`src/hdl/bae_pkg.sv`:
```
// Package: shared widths, register indexes and word types of the button edge and repeat unit.
package bae_pkg;

    localparam int FIELD_W          = 32;
    localparam int PAD_W            = 16;
    localparam int ANALOG_W         = 8;
    localparam int BUTTON_BITS_DEF  = 32;
    localparam int ADDR_W           = 4;
    localparam int DATA_W           = 32;

    // Register indexes (paddr[3:2])
    localparam logic [1:0] REG_MASK   = 2'd0;
    localparam logic [1:0] REG_DELAY  = 2'd1;
    localparam logic [1:0] REG_PERIOD = 2'd2;

    typedef struct packed {
        logic                pad_present;
        logic [PAD_W-1:0]    pad_buttons;
        logic [FIELD_W-1:0]  stick_dir;
        logic [ANALOG_W-1:0] analog_a_in;
        logic [ANALOG_W-1:0] analog_b_in;
        logic [ANALOG_W-1:0] trigger_left_in;
        logic [ANALOG_W-1:0] trigger_right_in;
    } in_word_t;

    typedef struct packed {
        logic [FIELD_W-1:0]  held;
        logic [FIELD_W-1:0]  pressed;
        logic [FIELD_W-1:0]  released;
        logic [FIELD_W-1:0]  repeat_events;
        logic [ANALOG_W-1:0] analog_a;
        logic [ANALOG_W-1:0] analog_b;
        logic [ANALOG_W-1:0] trigger_left;
        logic [ANALOG_W-1:0] trigger_right;
    } out_word_t;

    typedef struct packed {
        logic [FIELD_W-1:0] repeat_mask;
        logic [FIELD_W-1:0] repeat_delay;
        logic [FIELD_W-1:0] repeat_period;
    } cfg_t;

    // Controller to datapath
    typedef struct packed {
        logic load;
        logic start;
        logic commit;
    } cmd_t;

    // Datapath to controller
    typedef struct packed {
        logic need_div;
        logic div_busy;
        logic out_free;
    } sts_t;

endpackage

```
`src/hdl/bae_rem.sv`:
```
// Iterative restoring remainder unit, one quotient bit per cycle.
module bae_rem (
    input  logic                        clk,
    input  logic                        rst_n,
    input  logic                        start,
    input  logic [bae_pkg::FIELD_W-1:0] dividend,
    input  logic [bae_pkg::FIELD_W-1:0] divisor,
    output logic                        busy,
    output logic                        rem_zero
);
    import bae_pkg::*;

    localparam int CNT_W = $clog2(FIELD_W);

    logic [FIELD_W-1:0] rem_reg, rem_next;
    logic [FIELD_W-1:0] dvd_reg;
    logic [FIELD_W-1:0] dsr_reg;
    logic [CNT_W-1:0]   cnt_reg;
    logic               busy_reg;
    logic [FIELD_W:0]   trial;
    logic [FIELD_W:0]   diff;

    // Shift in one dividend bit and subtract if it fits
    always_comb
    begin
        trial = {rem_reg, dvd_reg[FIELD_W-1]};
        diff  = trial - {1'b0, dsr_reg};
        if (!diff[FIELD_W])
            rem_next = diff[FIELD_W-1:0];
        else
            rem_next = trial[FIELD_W-1:0];
    end

    // Control: busy flag and step counter
    always_ff @(posedge clk or negedge rst_n)
    begin
        if (!rst_n)
        begin
            busy_reg <= 1'b0;
            cnt_reg  <= '0;
        end
        else if (start)
        begin
            busy_reg <= 1'b1;
            cnt_reg  <= CNT_W'(FIELD_W - 1);
        end
        else if (busy_reg)
        begin
            cnt_reg <= cnt_reg - CNT_W'(1);
            if (cnt_reg == '0)
                busy_reg <= 1'b0;
        end
    end

    // Datapath: partial remainder and dividend shifter
    always_ff @(posedge clk)
    begin
        if (start)
        begin
            rem_reg <= '0;
            dvd_reg <= dividend;
            dsr_reg <= divisor;
        end
        else if (busy_reg)
        begin
            rem_reg <= rem_next;
            dvd_reg <= {dvd_reg[FIELD_W-2:0], 1'b0};
        end
    end

    assign busy     = busy_reg;
    assign rem_zero = (rem_reg == '0);

endmodule

```
`src/hdl/bae_dp.sv`:
```
// Datapath: input capture, edge and repeat evaluation, repeat state and result register.
module bae_dp #(
    parameter int BUTTON_BITS = bae_pkg::BUTTON_BITS_DEF
) (
    input  logic               clk,
    input  logic               rst_n,
    input  bae_pkg::in_word_t  in_data,
    input  bae_pkg::cfg_t      cfg,
    input  logic               cfg_clear,
    input  bae_pkg::cmd_t      cmd,
    output bae_pkg::sts_t      sts,
    output logic               out_valid,
    input  logic               out_ready,
    output bae_pkg::out_word_t out_data
);
    import bae_pkg::*;

    // Captured word of the frame
    logic [BUTTON_BITS-1:0] word_reg;
    logic                   present_reg;
    logic [ANALOG_W-1:0]    ana_a_reg, ana_b_reg, trg_l_reg, trg_r_reg;

    // Repeat state
    logic [BUTTON_BITS-1:0] held_reg, held_next;
    logic [BUTTON_BITS-1:0] last_reg, last_next;
    logic [FIELD_W-1:0]     timer_reg, timer_next;

    // Result register
    logic      out_valid_reg;
    out_word_t out_data_reg;

    logic [BUTTON_BITS-1:0] mask_b;
    logic [BUTTON_BITS-1:0] set_w;
    logic [BUTTON_BITS-1:0] rep_m;
    logic [BUTTON_BITS-1:0] pressed_w, released_w, rep_w;
    logic [FIELD_W-1:0]     t_inc;
    logic                   active;
    logic                   same_set;
    logic                   need_div;
    logic                   div_busy;
    logic                   rem_zero;
    logic [PAD_W-1:0]       pad_w;

    assign pad_w = in_data.pad_present ? in_data.pad_buttons : '0;

    // Capture the accepted word
    always_ff @(posedge clk)
    begin
        if (cmd.load)
        begin
            word_reg    <= in_data.stick_dir[BUTTON_BITS-1:0] | BUTTON_BITS'(pad_w);
            present_reg <= in_data.pad_present;
            ana_a_reg   <= in_data.analog_a_in;
            ana_b_reg   <= in_data.analog_b_in;
            trg_l_reg   <= in_data.trigger_left_in;
            trg_r_reg   <= in_data.trigger_right_in;
        end
    end

    // Evaluate edges and repeat decision
    always_comb
    begin
        mask_b     = cfg.repeat_mask[BUTTON_BITS-1:0];
        active     = (cfg.repeat_delay != '0) && (cfg.repeat_mask != '0);
        set_w      = word_reg & mask_b;
        same_set   = (set_w == last_reg);
        t_inc      = timer_reg + FIELD_W'(1);
        need_div   = active && (set_w != '0) && same_set && (t_inc != cfg.repeat_delay)
                     && (t_inc > cfg.repeat_delay) && (cfg.repeat_period != '0);
        rep_m      = '0;
        last_next  = last_reg;
        timer_next = timer_reg;
        if (active)
        begin
            priority if (set_w == '0)
            begin
                last_next  = '0;
                timer_next = '0;
            end
            else if (same_set)
            begin
                timer_next = t_inc;
                if ((t_inc == cfg.repeat_delay) || (need_div && rem_zero))
                    rep_m = set_w;
            end
            else
            begin
                rep_m      = set_w & ~last_reg;
                last_next  = set_w;
                timer_next = '0;
            end
        end
        pressed_w  = word_reg & ~held_reg;
        released_w = held_reg & ~word_reg;
        rep_w      = rep_m | (~mask_b & pressed_w);
        held_next  = word_reg;
    end

    // Remainder of frames past the delay by the period
    bae_rem u_rem (
        .clk      (clk),
        .rst_n    (rst_n),
        .start    (cmd.start),
        .dividend (t_inc - cfg.repeat_delay),
        .divisor  (cfg.repeat_period),
        .busy     (div_busy),
        .rem_zero (rem_zero)
    );

    // Hold repeat state; drop the repeat set and timer on a config write
    always_ff @(posedge clk or negedge rst_n)
    begin
        if (!rst_n)
        begin
            held_reg  <= '0;
            last_reg  <= '0;
            timer_reg <= '0;
        end
        else if (cfg_clear)
        begin
            last_reg  <= '0;
            timer_reg <= '0;
        end
        else if (cmd.commit)
        begin
            held_reg  <= held_next;
            last_reg  <= last_next;
            timer_reg <= timer_next;
        end
    end

    // Result valid flag
    always_ff @(posedge clk or negedge rst_n)
    begin
        if (!rst_n)
            out_valid_reg <= 1'b0;
        else if (cmd.commit)
            out_valid_reg <= 1'b1;
        else if (out_ready)
            out_valid_reg <= 1'b0;
    end

    // Result word
    always_ff @(posedge clk)
    begin
        if (cmd.commit)
        begin
            out_data_reg.held          <= FIELD_W'(word_reg);
            out_data_reg.pressed       <= FIELD_W'(pressed_w);
            out_data_reg.released      <= FIELD_W'(released_w);
            out_data_reg.repeat_events <= FIELD_W'(rep_w);
            out_data_reg.analog_a      <= present_reg ? ana_a_reg : '0;
            out_data_reg.analog_b      <= present_reg ? ana_b_reg : '0;
            out_data_reg.trigger_left  <= present_reg ? trg_l_reg : '0;
            out_data_reg.trigger_right <= present_reg ? trg_r_reg : '0;
        end
    end

    assign sts.need_div = need_div;
    assign sts.div_busy = div_busy;
    assign sts.out_free = !out_valid_reg || out_ready;
    assign out_valid    = out_valid_reg;
    assign out_data     = out_data_reg;

    // Checks on result consistency
    a_edges_disjoint: assert property (@(posedge clk) disable iff (!rst_n)
        out_valid_reg |-> ((out_data_reg.pressed & out_data_reg.released) == '0))
        else $error("press and release set on the same button");

    a_repeat_held: assert property (@(posedge clk) disable iff (!rst_n)
        out_valid_reg |-> ((out_data_reg.repeat_events & ~out_data_reg.held) == '0))
        else $error("repeat event on a button not held");

    a_commit_valid: assert property (@(posedge clk) disable iff (!rst_n)
        cmd.commit |=> out_valid_reg)
        else $error("committed word not presented");

    a_no_commit_busy: assert property (@(posedge clk) disable iff (!rst_n)
        cmd.commit |-> !div_busy)
        else $error("commit while remainder unit busy");

endmodule

```
`src/hdl/bae_ctrl.sv`:
```
// Controller: sequences capture, evaluation, remainder and result commit of one word.
module bae_ctrl (
    input  logic          clk,
    input  logic          rst_n,
    input  logic          in_valid,
    output logic          in_ready,
    input  bae_pkg::sts_t sts,
    output bae_pkg::cmd_t cmd
);
    import bae_pkg::*;

    typedef enum logic [1:0] {
        ST_IDLE,
        ST_EVAL,
        ST_DIV,
        ST_FINISH
    } state_t;

    state_t state_reg, state_next;
    logic   ready_reg, ready_next;

    // Next state and commands
    always_comb
    begin
        state_next = state_reg;
        cmd.load   = in_valid && ready_reg;
        cmd.start  = 1'b0;
        cmd.commit = 1'b0;
        unique case (state_reg)
            ST_IDLE:
            begin
                if (in_valid && ready_reg)
                    state_next = ST_EVAL;
            end
            ST_EVAL:
            begin
                if (sts.need_div)
                begin
                    cmd.start  = 1'b1;
                    state_next = ST_DIV;
                end
                else
                    state_next = ST_FINISH;
            end
            ST_DIV:
            begin
                if (!sts.div_busy)
                    state_next = ST_FINISH;
            end
            ST_FINISH:
            begin
                if (sts.out_free)
                begin
                    cmd.commit = 1'b1;
                    state_next = ST_IDLE;
                end
            end
            default:
                state_next = ST_IDLE;
        endcase
        ready_next = (state_next == ST_IDLE);
    end

    // Hold state and ready
    always_ff @(posedge clk or negedge rst_n)
    begin
        if (!rst_n)
        begin
            state_reg <= ST_IDLE;
            ready_reg <= 1'b1;
        end
        else
        begin
            state_reg <= state_next;
            ready_reg <= ready_next;
        end
    end

    assign in_ready = ready_reg;

    // Sequencing checks
    a_ready_idle: assert property (@(posedge clk) disable iff (!rst_n)
        ready_reg == (state_reg == ST_IDLE))
        else $error("ready out of step with state");

    a_load_eval: assert property (@(posedge clk) disable iff (!rst_n)
        cmd.load |=> (state_reg == ST_EVAL))
        else $error("accepted word not evaluated");

    a_start_div: assert property (@(posedge clk) disable iff (!rst_n)
        cmd.start |=> (state_reg == ST_DIV) && sts.div_busy)
        else $error("remainder unit not started");

endmodule

```
`src/hdl/button_edge_and_auto_repeat_unit.sv`:
```
// Top level: APB register file, controller and datapath of the button edge and repeat unit.
//
//  channel  | direction | handshake                  | word
//  ---------+-----------+----------------------------+-----------------------
//  in       | input     | in_valid / in_ready        | bae_pkg::in_word_t
//  out      | output    | out_valid / out_ready      | bae_pkg::out_word_t
//  apb      | input     | psel/penable/pwrite/pready | 32-bit registers 0x0-0x8
//
// A word passes from acceptance through evaluation to the result commit, with a pass
// through the restoring remainder unit (32 steps) when a repeat past the delay needs
// the period remainder. The next word is accepted the cycle after the commit; a result
// waiting on out_ready stalls only the commit of the next one.
// Reset (rst_n, asynchronous) clears registers, held word, repeat set and timer.
// A register write clears the repeat set and timer.
module button_edge_and_auto_repeat_unit #(
    parameter int BUTTON_BITS = bae_pkg::BUTTON_BITS_DEF
) (
    input  logic                       clk,
    input  logic                       rst_n,
    input  logic                       in_valid,
    output logic                       in_ready,
    input  bae_pkg::in_word_t          in_data,
    output logic                       out_valid,
    input  logic                       out_ready,
    output bae_pkg::out_word_t         out_data,
    input  logic                       psel,
    input  logic                       penable,
    input  logic                       pwrite,
    input  logic [bae_pkg::ADDR_W-1:0] paddr,
    input  logic [bae_pkg::DATA_W-1:0] pwdata,
    output logic [bae_pkg::DATA_W-1:0] prdata,
    output logic                       pready
);
    import bae_pkg::*;

    logic [FIELD_W-1:0] mask_reg, delay_reg, period_reg;
    logic [1:0]         reg_idx;
    logic               wr_en;
    logic               cfg_clear;
    cfg_t               cfg;
    cmd_t               cmd;
    sts_t               sts;

    assign pready  = 1'b1;
    assign reg_idx = paddr[3:2];
    assign wr_en   = psel && penable && pwrite;

    // Decode writes that hit a register
    always_comb
    begin
        unique case (reg_idx)
            REG_MASK, REG_DELAY, REG_PERIOD: cfg_clear = wr_en;
            default:                         cfg_clear = 1'b0;
        endcase
    end

    // Hold configuration registers
    always_ff @(posedge clk or negedge rst_n)
    begin
        if (!rst_n)
        begin
            mask_reg   <= '0;
            delay_reg  <= '0;
            period_reg <= '0;
        end
        else if (wr_en)
        begin
            unique case (reg_idx)
                REG_MASK:   mask_reg   <= pwdata;
                REG_DELAY:  delay_reg  <= pwdata;
                REG_PERIOD: period_reg <= pwdata;
                default:    ;
            endcase
        end
    end

    // Read back
    always_comb
    begin
        unique case (reg_idx)
            REG_MASK:   prdata = mask_reg;
            REG_DELAY:  prdata = delay_reg;
            REG_PERIOD: prdata = period_reg;
            default:    prdata = '0;
        endcase
    end

    assign cfg.repeat_mask   = mask_reg;
    assign cfg.repeat_delay  = delay_reg;
    assign cfg.repeat_period = period_reg;

    bae_ctrl u_ctrl (
        .clk      (clk),
        .rst_n    (rst_n),
        .in_valid (in_valid),
        .in_ready (in_ready),
        .sts      (sts),
        .cmd      (cmd)
    );

    bae_dp #(
        .BUTTON_BITS (BUTTON_BITS)
    ) u_dp (
        .clk       (clk),
        .rst_n     (rst_n),
        .in_data   (in_data),
        .cfg       (cfg),
        .cfg_clear (cfg_clear),
        .cmd       (cmd),
        .sts       (sts),
        .out_valid (out_valid),
        .out_ready (out_ready),
        .out_data  (out_data)
    );

endmodule
```
`config.mk`:
```
export PLATFORM = sky130hd
export DESIGN_NAME = button_edge_and_auto_repeat_unit
export DESIGN_NICKNAME = d
export VERILOG_FILES = /design/src/hdl/bae_pkg.sv /design/src/hdl/bae_rem.sv /design/src/hdl/bae_dp.sv /design/src/hdl/bae_ctrl.sv /design/src/hdl/button_edge_and_auto_repeat_unit.sv
export SDC_FILE = /design/constraint.sdc
export NUM_CORES = 1
export LEC_CHECK = 0
export BUFFER_PORTS_ARGS = -buffer_cell sky130_fd_sc_hd__buf_2
export CAP_MARGIN = 0
export CORE_ASPECT_RATIO = 1.2
export CORE_MARGIN = 3
export CORE_UTILIZATION = 65
export CTS_BUF_LIST = sky130_fd_sc_hd__clkbuf_8
export DETAILED_ROUTE_END_ITERATION = 8
export HOLD_SLACK_MARGIN = 0.02
export PLACE_DENSITY = 0.95
export SLEW_MARGIN = 20
export SYNTH_ARGS = -nofsm -noshare
export SYNTH_HDL_FRONTEND = slang
export SYNTH_SLANG_ARGS = --single-unit
```
`constraint.sdc`:
```
create_clock -name clk -period 11.4 [get_ports clk]
set_clock_uncertainty 0.05 [all_clocks]
set_input_delay 1.14 -clock clk [delete_from_list [all_inputs] [get_ports clk]]
set_output_delay 1.14 -clock clk [all_outputs]
set_load 0.1 [all_outputs]
```
==> results.yml <==
run_status:
  outcome: "completed"
yosys:
  netlist-cell-type-count: 80
  yosys_register_bits: 523
  synth.cells.most_frequent: "edfxtp_1, dfrtp_1, nand2_1"
  synth_top_area_share_pct: 34.30
  muxShareOfSynthArea_pct: 8.550
  yosysWarningCount: 0
  yosysMostFrequentCell: "edfxtp_1"
  simple_gate_share_of_the_synthesized_area_pct: 11.07
  compound_gate_portion_of_the_synthesized_area_pct: 11.72
  syn-instance-count: 2155
  count_of_flip_flops_with_a_built_in_enable_after_synthesis: 289
  async_flop_share_pct: 38.62
  synthTopCellsByArea: "edfxtp_1, dfrtp_1, mux2_2"
  synthesis.area_per_instance_um2: 11.74
  synth_top_area_cell: "edfxtp_1"
  synth_xor_area_share_pct: 3.145
  synth_top_family_by_area: "compound AO/OA/AOI/OAI gates"
  seq_total_area_yosys_pct: 56.81
  netlist_area_um2: 25300
  area_share_of_fa_ha_maj_cells_after_synthesis_pct: 5.054
  postSynth.topFlopCell: "edfxtp_1"
  synth.net_count: 2380
place:
  placement.io_buffers: 315
  cell_area_reported_after_detailed_placement_um2: 27350
  post-dp-hpwl_mm: 49.21
  finalWeightedCongestion: 0.9509
grt:
  number_of_antenna_violations_at_the_first_check_in_global_routing: 10
  total_congestion_overflow: 0
  grt_max_degree: 89
  grt.total_usage_pct: 35.20
  vias_in_the_first_global_route: 19730
  grt_first_pass_wirelength_mm: 111.7
detailed_routing:
  drc_errors: 0
  drtAntennaViolNets: 0
  route.detailed.vias_per_inst: 6.299
  detail_route.wl_per_cell_um: 23.70
  num_vias: 19415
  detail_route.iter0.violations: 2032
  first_pass_iters: 9
  detail_route.wirelength_mm: 73.03
sta:
  post-route-period-util_pct: 54.24
  finalMaxSlewViolations: 0
  timing_worst_slew_pin_value_ns: 1.150
  setup_tns_ns: 0
  max_freq_mhz: 161.7
  finalSetupViolCount: 0
  max_slew_margin_pct: 23.27
  rsz0062_at_grt: "false"
  whs_ns: 0.4321
  finalWorstPathRequiredPeriod_ns: 6.184
  final_hold_viol_count: 0
worst_hold_path:
  worst_hold_path_type: "reg -> reg"
die:
  die_h_um: 222.1
  floorplan.core_area_um2: 38160
  io_pins: 319
  starting_density_of_the_core_pct: 66.31
  total_number_of_placement_rows: 78
  dieArea_um2: 41340
  die_width_um: 186.1
clock_tree:
  root_buffer_cell: "clkbuf_8"
  post_cts_buffers: 0
  cts_tree: "done"
  tritoncts.num_buffers: 81
  clock_tree.buffer_depth: 3
  clk_slew_on_worst_s_h_paths_ns: 0.06
  htree_levels: 3
  ctsResizeCount: 0
  insertion_delay_ns: 0.67
  cts_hold_buf: 0
  clock_sink_count: 523
pwr:
  power.density_nw_per_um2: 266.5
  p_leak_nw: 13.03
  power.total_mw: 7.775
  vdd.ir_drop.worst_uv: 277.1
cells_and_area:
  layout.area.seq_um2: 14380
  final_net_count: 2710
  finish.utilization_pct: 76.44
  final_layout_size_suffix_gt1_share_pct: 24.36
  multi_input_comb_area_um2: 10050
  filler_cell_count: 2243
  design_area_um2: 29170
  area_growth_pct: 15.29
  largest_reg_flops: 160
run:
  cap_violations: 0
critical_path:
  crit_type: "reg -> reg"
  crit_path_start_kind: "flip-flop"
  worst-endpoint-required_ns: 11.93
  critical_path.endpoint_type: "flip-flop"
  worst-path-max-fanout: 82
  cp_data_arrival_time_ns: 6.72
==> final timing paths <==
| check | endpoint | slack, ns | cells after the start | from |
|---|---|---|---|---|
| max in group asynchronous | u_dp.held_reg[16] | 9.50 | 2 | rst_n |
| hold / removal | u_dp.last_reg[6] | 0.43 | 2 | u_dp.last_reg[6] |
| setup / recovery | u_dp.u_rem.rem_reg[23] | 5.22 | 21 | u_dp.timer_reg[0] |
| setup reg to reg | u_dp.u_rem.rem_reg[23] | 5.22 | 21 | u_dp.timer_reg[0] |
| min in group asynchronous | mask_reg[1] | 0.45 | 1 | rst_n |
| hold reg to reg | u_dp.last_reg[6] | 0.43 | 2 | u_dp.last_reg[6] |
==> cell families after synthesis <==
kind of cell / Yosys count
fa+ha+maj: 101
mux: 200
xor+xnor: 90
buf+inv: 236
other cells: 1
simple gates: 551
compound gates: 453
flops: 523
==> critical path, cell delays in order, from the launching register on <==
cell	delay, ns
dfrtp_1	0.43
ha_1	0.29
nand2_1	0.13
nor2_4	0.17
and3_1	0.35
nand2_4	0.09
or3_4	0.43
nor4_4	0.36
nand2_1	0.16
xnor2_1	0.18
ha_1	0.41
nand3_1	0.17
nor4_1	0.52
nand3_1	0.24
nand3_1	0.19
nor2_1	0.07
nand3b_2	0.08
buf_4	0.60
inv_2	0.07
buf_4	0.35
or3b_1	0.53
o21ai_1	0.17
==> layer usage <==
| metal | part of all wire (%) | track usage [%] |
|---|---|---|
| met4 | 5.6 | 18.58 |
| met2 | 49 | 57.60 |
| met5 | 0.033 | 0 |
| met3 | 10 | 8.779 |
| met1 | 35 | 43.11 |
==> through the flow <==
| stage | setup WS, ns | cells |
|---|---|---|
| finish | 5.216 | 3082 |
| global route | 4.708 | 3082 |
| CTS | 5.363 | 3072 |
| detailed placement | 5.410 | 2921 |
| global placement | 5.525 | 2921 |
| floorplan | 6.171 | 2155 |
==> cell usage in the layout, fill, tap and decap left out, drive strengths merged, types with 4 or more instances in the layout <==
cell,instances
dfrtp,201
xnor2,53
a211oi,20
o21ai,128
diode,9
mux2,129
o211ai,5
o21a,5
nand3,29
o41ai,4
clkinv,15
ha,99
clkinvlp,4
inv,178
xor2,37
o31ai,40
buf,331
clkbuf,100
nand2b,14
or2,4
nor2,81
o21bai,12
edfxtp,289
nand2,197
nand4,33
nor3,13
a221oi,4
and3,16
dfxtp,32
bufinv,6
a21oi,102
a21o,54
and2,38
mux2i,71
a31oi,10
a22o,48
nor2b,73
nor4,41
==> final cells by class <==
type | count | share of cell area [%]
sequential | 523 | 49.28
clock inverter | 52 | 1.377
multi-input combinational | 1396 | 34.46
timing repair buffer | 332 | 5.941
antenna | 9 | 0.07721
inverter | 151 | 1.960
tap | 520 | 2.230
clock buffer | 99 | 4.671
==> where the power goes <==
group / switching [mW] / internal, mW / total, mW
Sequential: 0.387 / 2.57 / 2.96
Combinational: 2.50 / 0.615 / 3.12
Clock: 0.772 / 0.929 / 1.70
Note: power is estimated with default switching activity, not from simulation.
